$ cat src/sv/mbfh_pkg.sv
// shared constants, codes and the crc-16 step for the modbus-style frame handler
// no dependencies; used by the channel interfaces and the top level
package mbfh_pkg;

	typedef logic [7:0]  byte_t;
	typedef logic [15:0] word_t;
	typedef logic [1:0]  kind_t;
	typedef logic [1:0]  trans_t;

	localparam int FRAME_LEN = 8;
	localparam int IDX_W     = $clog2(FRAME_LEN);

	localparam byte_t DEVICE_ID_RESET = 8'd1;

	// function codes
	localparam byte_t FN_PREOP     = 8'd80;
	localparam byte_t FN_RESET     = 8'd81;
	localparam byte_t FN_STOP      = 8'd2;
	localparam byte_t FN_READ      = 8'd1;
	localparam byte_t FN_WRITE_REG = 8'd6;
	localparam byte_t EXC_OFFSET   = 8'd80;

	// exception codes
	localparam byte_t EXC_ILLEGAL_FUNC = 8'd1;
	localparam byte_t EXC_ILLEGAL_ADDR = 8'd2;
	localparam byte_t EXC_ILLEGAL_DATA = 8'd3;

	// result kinds
	localparam kind_t KIND_BYTE  = 2'd0;
	localparam kind_t KIND_STATE = 2'd1;
	localparam kind_t KIND_REF   = 2'd2;

	// state change codes
	localparam trans_t TR_PREOP = 2'd0;
	localparam trans_t TR_RESET = 2'd1;
	localparam trans_t TR_STOP  = 2'd2;

	localparam word_t CRC_INIT = 16'hFFFF;
	localparam word_t CRC_POLY = 16'hA001;

	// one byte of crc-16/modbus, lsb first
	function automatic word_t crc_step(input word_t crc, input byte_t b);
		word_t c;
		c = crc ^ {8'h00, b};
		for (int i = 0; i < 8; i++) begin
			c = c[0] ? ((c >> 1) ^ CRC_POLY) : (c >> 1);
		end
		return c;
	endfunction

endpackage

$ cat src/sv/mbfh_in_if.sv
// receive channel: one frame byte plus the current measured speed per transfer
// depends on mbfh_pkg
interface mbfh_in_if;
	import mbfh_pkg::*;

	logic  valid;
	logic  ready;
	byte_t rx_byte;
	word_t measured_speed;

	modport source (output valid, output rx_byte, output measured_speed, input ready);
	modport sink (input valid, input rx_byte, input measured_speed, output ready);
endinterface

$ cat src/sv/mbfh_out_if.sv
// result channel: response bytes, state change requests and reference updates
// depends on mbfh_pkg
interface mbfh_out_if;
	import mbfh_pkg::*;

	logic   valid;
	logic   ready;
	kind_t  kind;
	byte_t  tx_byte;
	logic   last;
	trans_t transition_code;
	word_t  speed_reference;

	modport source (output valid, output kind, output tx_byte, output last,
		output transition_code, output speed_reference, input ready);
	modport sink (input valid, input kind, input tx_byte, input last,
		input transition_code, input speed_reference, output ready);
endinterface

$ cat src/sv/modbus_style_frame_handler.sv
// Modbus-RTU-style slave frame handler. Bytes are stored one per transfer in an
// 8-entry frame memory; a byte that does not complete the frame leaves the input open.
// The eighth byte starts a read pass over the memory's single read port (seven
// registered reads), during which the crc-16/modbus unit folds in one byte per cycle;
// a wait state and a judge state then decide the frame. Results leave one per
// cycle while the sink is ready: none, one state change request, or an 8-byte response
// (preceded by a reference update for a register write). No input is taken from the
// read pass until all results are issued; a result still waiting in the output
// register does not block the next byte.
// depends on mbfh_pkg, mbfh_in_if, mbfh_out_if
module modbus_style_frame_handler (
	input  logic           clk,
	input  logic           arst_n,
	input  logic           cfg_we,
	input  mbfh_pkg::byte_t cfg_wdata,
	mbfh_in_if.sink        in_ch,
	mbfh_out_if.source     out_ch
);
	import mbfh_pkg::*;

	typedef enum logic [2:0] {
		S_IDLE,
		S_READ,
		S_WAIT,
		S_JUDGE,
		S_NOTE,
		S_FRAME
	} state_t;

	localparam logic [IDX_W-1:0] LAST_IDX = IDX_W'(FRAME_LEN - 1);
	localparam logic [IDX_W-1:0] CRC_HI_IDX = IDX_W'(FRAME_LEN - 2);

	state_t           state_q;
	logic [IDX_W-1:0] byte_cnt_q;
	logic [IDX_W-1:0] rd_idx_q;
	logic [IDX_W-1:0] pend_idx_q;
	logic             pend_q;
	logic [IDX_W-1:0] tx_idx_q;
	byte_t            device_id_q;
	byte_t            byte7_q;
	word_t            speed_q;
	word_t            crc_q;
	byte_t            resp_func_q;
	byte_t            resp_hi_q;
	byte_t            resp_lo_q;
	kind_t            note_kind_q;
	trans_t           note_code_q;
	word_t            note_sref_q;

	logic             out_valid_q;
	kind_t            out_kind_q;
	byte_t            out_byte_q;
	logic             out_last_q;
	trans_t           out_code_q;
	word_t            out_sref_q;

	byte_t            frame_mem [0:FRAME_LEN-1];
	byte_t            rdata_q;
	byte_t            fb_q [0:FRAME_LEN-2];

	logic             in_xfer;
	logic             out_free;
	logic             addr_ok;
	logic             reg_zero;
	logic             reg_one;
	logic             crc_ok;
	byte_t            frame_byte;

	assign in_ch.ready = (state_q == S_IDLE);
	assign in_xfer     = in_ch.valid && in_ch.ready;
	assign out_free    = !out_valid_q || out_ch.ready;

	assign addr_ok  = (fb_q[0] == device_id_q);
	assign reg_zero = (fb_q[2] == 8'd0) && (fb_q[3] == 8'd0);
	assign reg_one  = (fb_q[2] == 8'd0) && (fb_q[3] == 8'd1);
	assign crc_ok   = ({fb_q[6], byte7_q} == crc_q);

	always_comb begin
		case (tx_idx_q)
			3'd0: frame_byte = fb_q[0];
			3'd1: frame_byte = resp_func_q;
			3'd2: frame_byte = fb_q[2];
			3'd3: frame_byte = fb_q[3];
			3'd4: frame_byte = resp_hi_q;
			3'd5: frame_byte = resp_lo_q;
			3'd6: frame_byte = crc_q[15:8];
			default: frame_byte = crc_q[7:0];
		endcase
	end

	// frame store: written only while idle; its read data is used only during the read pass
	always_ff @(posedge clk) begin
		if (in_xfer) begin
			frame_mem[byte_cnt_q] <= in_ch.rx_byte;
		end
		rdata_q <= frame_mem[rd_idx_q];
	end

	always_ff @(posedge clk) begin
		if (pend_q) begin
			fb_q[pend_idx_q] <= rdata_q;
		end
	end

	always_ff @(posedge clk or negedge arst_n) begin
		if (!arst_n) begin
			state_q     <= S_IDLE;
			byte_cnt_q  <= '0;
			rd_idx_q    <= '0;
			pend_idx_q  <= '0;
			pend_q      <= 1'b0;
			tx_idx_q    <= '0;
			device_id_q <= DEVICE_ID_RESET;
			byte7_q     <= '0;
			speed_q     <= '0;
			crc_q       <= CRC_INIT;
			resp_func_q <= '0;
			resp_hi_q   <= '0;
			resp_lo_q   <= '0;
			note_kind_q <= KIND_BYTE;
			note_code_q <= TR_PREOP;
			note_sref_q <= '0;
			out_valid_q <= 1'b0;
			out_kind_q  <= KIND_BYTE;
			out_byte_q  <= '0;
			out_last_q  <= 1'b0;
			out_code_q  <= TR_PREOP;
			out_sref_q  <= '0;
		end else begin
			if (cfg_we) begin
				device_id_q <= cfg_wdata;
			end
			if (out_ch.ready) begin
				out_valid_q <= 1'b0;
			end
			pend_q <= 1'b0;
			// read data is registered and returns in the cycle after its address; crc covers bytes 0..5
			if (pend_q && (pend_idx_q != CRC_HI_IDX)) begin
				crc_q <= crc_step(crc_q, rdata_q);
			end

			case (state_q)
				S_IDLE: begin
					if (in_xfer) begin
						if (byte_cnt_q == LAST_IDX) begin
							byte_cnt_q <= '0;
							byte7_q    <= in_ch.rx_byte;
							speed_q    <= in_ch.measured_speed;
							crc_q      <= CRC_INIT;
							rd_idx_q   <= '0;
							state_q    <= S_READ;
						end else begin
							byte_cnt_q <= byte_cnt_q + 1'b1;
						end
					end
				end
				S_READ: begin
					pend_q     <= 1'b1;
					pend_idx_q <= rd_idx_q;
					if (rd_idx_q == CRC_HI_IDX) begin
						state_q <= S_WAIT;
					end else begin
						rd_idx_q <= rd_idx_q + 1'b1;
					end
				end
				S_WAIT: begin
					state_q <= S_JUDGE;
				end
				S_JUDGE: begin
					crc_q       <= CRC_INIT;
					tx_idx_q    <= '0;
					resp_func_q <= fb_q[1] + EXC_OFFSET;
					resp_hi_q   <= '0;
					note_sref_q <= {fb_q[4], fb_q[5]};
					if (!addr_ok) begin
						state_q <= S_IDLE;
					end else if (reg_zero) begin
						note_kind_q <= KIND_STATE;
						if (!crc_ok) begin
							state_q <= S_IDLE;
						end else if (fb_q[1] == FN_PREOP) begin
							note_code_q <= TR_PREOP;
							state_q     <= S_NOTE;
						end else if (fb_q[1] == FN_RESET) begin
							note_code_q <= TR_RESET;
							state_q     <= S_NOTE;
						end else if (fb_q[1] == FN_STOP) begin
							note_code_q <= TR_STOP;
							state_q     <= S_NOTE;
						end else if (fb_q[1] == FN_READ) begin
							resp_lo_q <= EXC_ILLEGAL_DATA;
							state_q   <= S_FRAME;
						end else begin
							resp_lo_q <= EXC_ILLEGAL_FUNC;
							state_q   <= S_FRAME;
						end
					end else if (reg_one) begin
						// write reply echoes the frame with the measured speed as data
						note_kind_q <= KIND_REF;
						note_code_q <= TR_PREOP;
						resp_func_q <= fb_q[1];
						resp_hi_q   <= speed_q[15:8];
						resp_lo_q   <= speed_q[7:0];
						if ((fb_q[1] == FN_WRITE_REG) && crc_ok) begin
							state_q <= S_NOTE;
						end else begin
							state_q <= S_IDLE;
						end
					end else begin
						resp_lo_q <= EXC_ILLEGAL_ADDR;
						state_q   <= S_FRAME;
					end
				end
				S_NOTE: begin
					if (out_free) begin
						out_valid_q <= 1'b1;
						out_kind_q  <= note_kind_q;
						out_byte_q  <= '0;
						if (note_kind_q == KIND_STATE) begin
							out_last_q <= 1'b1;
							out_code_q <= note_code_q;
							out_sref_q <= '0;
							state_q    <= S_IDLE;
						end else begin
							out_last_q <= 1'b0;
							out_code_q <= TR_PREOP;
							out_sref_q <= note_sref_q;
							state_q    <= S_FRAME;
						end
					end
				end
				S_FRAME: begin
					if (out_free) begin
						out_valid_q <= 1'b1;
						out_kind_q  <= KIND_BYTE;
						out_byte_q  <= frame_byte;
						out_last_q  <= (tx_idx_q == LAST_IDX);
						out_code_q  <= TR_PREOP;
						out_sref_q  <= '0;
						// fresh crc built from the bytes as they go out, high byte first
						if (tx_idx_q < CRC_HI_IDX) begin
							crc_q <= crc_step(crc_q, frame_byte);
						end
						if (tx_idx_q == LAST_IDX) begin
							state_q <= S_IDLE;
						end else begin
							tx_idx_q <= tx_idx_q + 1'b1;
						end
					end
				end
				default: begin
					state_q <= S_IDLE;
				end
			endcase
		end
	end

	assign out_ch.valid           = out_valid_q;
	assign out_ch.kind            = out_kind_q;
	assign out_ch.tx_byte         = out_byte_q;
	assign out_ch.last            = out_last_q;
	assign out_ch.transition_code = out_code_q;
	assign out_ch.speed_reference = out_sref_q;

	// the frame counter only moves while bytes are taken
	a_cnt_idle: assert property (@(posedge clk) disable iff (!arst_n)
		(state_q != S_IDLE) |-> (byte_cnt_q == '0))
		else $error("frame byte count moved outside idle");

	// a completed frame closes the input until it has been handled
	a_frame_lock: assert property (@(posedge clk) disable iff (!arst_n)
		(in_xfer && (byte_cnt_q == LAST_IDX)) |=> !in_ch.ready)
		else $error("input open right after the eighth byte");

	// a state change request is always the only result of its frame
	a_state_last: assert property (@(posedge clk) disable iff (!arst_n)
		(out_ch.valid && (out_ch.kind == KIND_STATE)) |-> out_ch.last)
		else $error("state change request not marked last");

	// a reference update is always followed by its echo frame
	a_ref_then_frame: assert property (@(posedge clk) disable iff (!arst_n)
		(out_ch.valid && (out_ch.kind == KIND_REF)) |-> (!out_ch.last && (state_q == S_FRAME)))
		else $error("reference update without a following reply");

endmodule
$ cat src/flat_wrapper.sv
// flat-port wrapper written by rule: the top's interface ports become plain ports
module modbus_style_frame_handler_flat import mbfh_pkg::*;
  (clk, arst_n, cfg_we, cfg_wdata, in_ch_valid, in_ch_rx_byte, in_ch_measured_speed, in_ch_ready, out_ch_valid, out_ch_kind, out_ch_tx_byte, out_ch_last, out_ch_transition_code, out_ch_speed_reference, out_ch_ready);
  mbfh_in_if in_ch_i ();
  mbfh_out_if out_ch_i ();
  input  logic clk;
  input  logic arst_n;
  input  logic cfg_we;
  input  mbfh_pkg::byte_t cfg_wdata;
  input wire logic [$bits(in_ch_i.valid)-1:0] in_ch_valid;
  input wire logic [$bits(in_ch_i.rx_byte)-1:0] in_ch_rx_byte;
  input wire logic [$bits(in_ch_i.measured_speed)-1:0] in_ch_measured_speed;
  output wire logic [$bits(in_ch_i.ready)-1:0] in_ch_ready;
  output wire logic [$bits(out_ch_i.valid)-1:0] out_ch_valid;
  output wire logic [$bits(out_ch_i.kind)-1:0] out_ch_kind;
  output wire logic [$bits(out_ch_i.tx_byte)-1:0] out_ch_tx_byte;
  output wire logic [$bits(out_ch_i.last)-1:0] out_ch_last;
  output wire logic [$bits(out_ch_i.transition_code)-1:0] out_ch_transition_code;
  output wire logic [$bits(out_ch_i.speed_reference)-1:0] out_ch_speed_reference;
  input wire logic [$bits(out_ch_i.ready)-1:0] out_ch_ready;
  assign in_ch_i.valid = in_ch_valid;
  assign in_ch_i.rx_byte = in_ch_rx_byte;
  assign in_ch_i.measured_speed = in_ch_measured_speed;
  assign in_ch_ready = in_ch_i.ready;
  assign out_ch_valid = out_ch_i.valid;
  assign out_ch_kind = out_ch_i.kind;
  assign out_ch_tx_byte = out_ch_i.tx_byte;
  assign out_ch_last = out_ch_i.last;
  assign out_ch_transition_code = out_ch_i.transition_code;
  assign out_ch_speed_reference = out_ch_i.speed_reference;
  assign out_ch_i.ready = out_ch_ready;
  modbus_style_frame_handler u_core (.clk(clk), .arst_n(arst_n), .cfg_we(cfg_we), .cfg_wdata(cfg_wdata), .in_ch(in_ch_i), .out_ch(out_ch_i));
endmodule
$ cat config.mk
export PLATFORM = sky130hd
export DESIGN_NAME = modbus_style_frame_handler_flat
export DESIGN_NICKNAME = d
export VERILOG_FILES = /design/src/sv/mbfh_pkg.sv /design/src/sv/mbfh_in_if.sv /design/src/sv/mbfh_out_if.sv /design/src/sv/modbus_style_frame_handler.sv /design/src/flat_wrapper.sv
export SDC_FILE = /design/constraint.sdc
export NUM_CORES = 1
export LEC_CHECK = 0
export ABC_CLOCK_PERIOD_IN_PS = 3000
export BUFFER_PORTS_ARGS = -buffer_cell sky130_fd_sc_hd__buf_2
export CAP_MARGIN = 40
export CORE_UTILIZATION = 50
export CTS_CLUSTER_SIZE = 16
export DETAILED_ROUTE_END_ITERATION = 7
export GPL_ROUTABILITY_DRIVEN = 0
export GPL_TIMING_DRIVEN = 1
export PLACE_DENSITY = 0.66
export RECOVER_POWER = 100
export SLEW_MARGIN = 20
export SYNTH_ARGS = -nofsm -noshare
export SYNTH_HDL_FRONTEND = slang
export SYNTH_SLANG_ARGS = --single-unit
$ cat constraint.sdc
create_clock -name clk -period 3 [get_ports clk]
set_input_delay 0.15 -clock clk [delete_from_list [all_inputs] [get_ports clk]]
set_output_delay 0.15 -clock clk [all_outputs]
set_load 0.01 [all_outputs]
==> summary.md <==
| Metric | Value |
|---|---|
| Most common cell in the netlist | `nand2_1` |
| First-pass GRT wire length | `41.9 mm` |
| # H-tree levels | `1` |
| Vias in the first global route | `7513` |
| Max Root-Sink Buffers | `3` |
| Hold_ws | `20.7 ps` |
| Post-DRT Antenna Nets | `0` |
| Critical Path, Cell by Cell | `inv_1 > ha_4 > nor4_4 > buf_4 > a2111oi_4 > nor2b_1 > or4_1 > nand3_1 > xnor2_2 > xnor2_1 > o221ai_1` |
| Num CTS Buffers | `27` |
| Clock Tree Root | `clkbuf_16` |
| Residual DRC | `0` |
| Die Area | `0.0237 mm^2` |
| Die Height | `154 um` |
| Hold/Removal Path Class | `primary input to flip-flop` |
| DR vias | `7617` |
| Final critical-path required period | `2830 ps` |
| Cell Count, Final, Fillers Out | `around 1400` |
| Yosys top cell by area | `edfxtp_1` |
| Die width | `154 um` |
| Routed vias/inst | `5.52` |
| Top delay family on crit path | `simple AND/OR/NAND/NOR gates` |
| Slew HR | `4.44%` |
| Worst Path Buf+Inv | `2` |
| Pleak | `~5.5 nW` |
| Num rows | `55` |
| Initial antenna violation count | `0` |
| RSZ-0062 raised after global routing | `false` |
| Internal power | `a little under 10 mW` |
| Synth-to-Final Area Change | `17.6%` |
| Crit end category | `flip-flop` |
| Reg2reg setup slack | `between 150 and 200 ps` |
| Yosys warns | `0` |
| Peak Freq | `between 0.3 and 0.4 GHz` |
| Crit-path max FO | `12` |
| Critical path's largest stage delay | `530 ps` |
| Total track usage | `23.0%` |
| R2R depth | `11` |
| P_sw | `5.52 mW` |
| Ys async rst share | `51.9%` |
| Fin nets | `approximately 1100` |
| Peak VDD IR | `between 0.7 and 0.8 mV` |
| Routed WL per cell | `between 15 and 20 um` |
| DP Area | `around 0.012 mm^2` |
| Sequential cell area fraction in the yosys report | `62.6%` |
| Switching Fraction | `36.2%` |
| Finished Cell Area | `0.0136 mm^2` |
| Worst skew pair latency | `550 ps` |
| Slowest CP cell | `or4_1` |
| I/O Buffers | `67` |
| Share of the synthesized area in the top cell type | `31.2%` |
| Clock Sinks | `266` |
| Violation count after the first detailed-route iteration | `about 540` |
| Core area | `0.0226 mm^2` |
| Final Slew Violations | `0` |
| GRT overflow | `0` |
| Routed wire length | `26.3 mm` |
| Fin Clk Skew | `17.8 ps` |
| Crit Path Class | `flip-flop to flip-flop` |
| Max-cap viol count | `0` |
| Period utilization | `a little over nine tenths` |
| Status | `finished, final reports clean` |
| Reg clk slew, reported paths | `60 ps` |
| Yosys reg bits | `266` |
| Final hold violations | `0` |
| Critical Path Source Type | `flip-flop` |
| Diodes inserted | `0` |
| CTS tree | `yes` |
| Synthesized area | `~0.012 mm^2` |
| Crit path depth | `11` |
| Main synth FF type | `dfrtp_1` |
| Worst-Margin Slew | `1430 ps` |
| Clock power frac | `21.4%` |
| First-pass iteration count of the detailed router | `5` |
| Syn avg cell area | `~12 um^2` |
| Mapped Nets | `979` |
| Post-synthesis cell type count | `68` |
| IO Count | `68` |
| Filler cells | `1858` |
| Top post-synthesis cells by count | `nand2_1, dfrtp_1, edfxtp_1` |
| Hold-critical path depth | `2` |
| Post-Synthesis Cells | `929` |
| Starting Density | `51.1%` |
| Part of the power in registers | `a little under two fifths` |
| Required time of the critical path | `between 3000 and 4000 ps` |
| Largest net degree at the start of global routing | `89` |
| Power share of the combinational group | `approximately two fifths` |
| Hpwl dp | `18.6 mm` |
| Ratio of cells with drive above 1 in the final layout | `around 16%` |
| Final setup fails | `0` |
| CP Data Arrival Time | `3280 ps` |
| P per Cell Area | `1120 mW/mm^2` |
| Worst setup margin | `165 ps` |
| Post-synth EDFFs | `120` |
| Synth area leaders | `edfxtp_1, dfrtp_1, nand2_1, dfstp_2, mux4_2` |
| DP Worst Slack | `-120 ps` |
| Placed instance count | `1289` |
## placed cells by master, fill, tap and decap left out, drive strengths merged, types with 23 or more instances in the layout
cell type	n
xor2	23
xnor2	39
edfxtp	120
nand2	211
mux2	32
clkbuf	116
dfrtp	121
buf	52
a22o	24
o21ai	41
nor2	41
dlygate4sd3	37
## layer usage
metal	global-route usage, %	share of wire, %	up-vias	wire (um)
met1	32.4	45	3735	11800
met4	5.86	2.1	0	552
li1	-	-	3609	-
met5	0	0	-	0
met3	4.20	6.4	46	1700
met2	36.8	47	227	12300
## power by group through the flow
| stage | clock network [mW] | logic (mW) | registers (mW) |
|---|---|---|---|
| detailed placement | 0 | 6.21 | 5.75 |
| global placement | 0 | 6.09 | 5.73 |
| CTS | 3.35 | 6.29 | 5.68 |
| global route | 3.49 | 6.89 | 5.79 |
| floorplan | 0 | 4.69 | 5.45 |
| finish | 3.27 | 6.27 | 5.70 |
## logic make-up (layout without fill, tap and decap cells)
kind of cell / Yosys count / in the layout / synth area share, %
adders and majority gates: 13 / 13 / 1.41
and+or+nand+nor: 326 / 326 / 12.3
AOI/OAI and AO/OA: 145 / 145 / 9.06
DFF: 266 / 266 / 62.6
xor gates and xnor gates: 62 / 62 / 5.05
buffers and inverters: 59 / 224 / 2.36
muxes: 58 / 58 / 7.26
## flip-flops by register name, summed over array words and instances, names as in the netlist, 8 cells and up
register	flops
u_core.byte7_q	8
u_core.crc_q	16
u_core.device_id_q	8
u_core.fb_q	56
u_core.frame_mem	64
u_core.note_sref_q	16
u_core.out_ch.speed_reference	16
u_core.out_ch.tx_byte	8
u_core.rdata_q	8
u_core.resp_func_q	8
u_core.resp_hi_q	8
u_core.resp_lo_q	8
u_core.speed_q	16
## metrics by stage
step	utilization (%)	setup TNS (ps)	power [mW]
6_report	60.1	0	15.2
5_1_grt	60.1	0	16.2
4_1_cts	60.5	0	15.3
3_5_place_dp	55.0	-277	12.0
3_3_place_gp	54.9	0	11.8
2_1_floorplan	-	0	10.1
## cell type report
class / count / area [um^2] / share of cell area [%]
Clock buffer: 44 / 769 / 5.66
Tap cell: 285 / 357 / 2.62
Multi-Input combinational cell: 604 / 4120 / 30.3
Timing Repair Buffer: 161 / 965 / 7.09
Sequential cell: 266 / 7240 / 53.2
Inverter: 13 / 48.8 / 0.359
Clock inverter: 6 / 98.8 / 0.727
## path summary, 6_finish.rpt
kind / end / start
max: u_core.crc_q[14] / u_core.tx_idx_q[0]
min reg2reg: u_core.note_sref_q[6] / u_core.fb_q[5][6]
min in group asynchronous: u_core.out_ch.tx_byte[4] / arst_n
max in group asynchronous: u_core.byte7_q[1] / arst_n
max reg2reg: u_core.crc_q[14] / u_core.tx_idx_q[0]
min: u_core.device_id_q[5] / cfg_we
## timing repair
action	in CTS	in global routing
hold endpoints to repair	181	0
endpoints found under the setup margin	3	3
cloned	0	0
setup buffers	0	2
pin swaps	0	1
gates resized for setup	4	8
hold buffers	37	0
No activity file was read; power rests on OpenSTA's default activity.
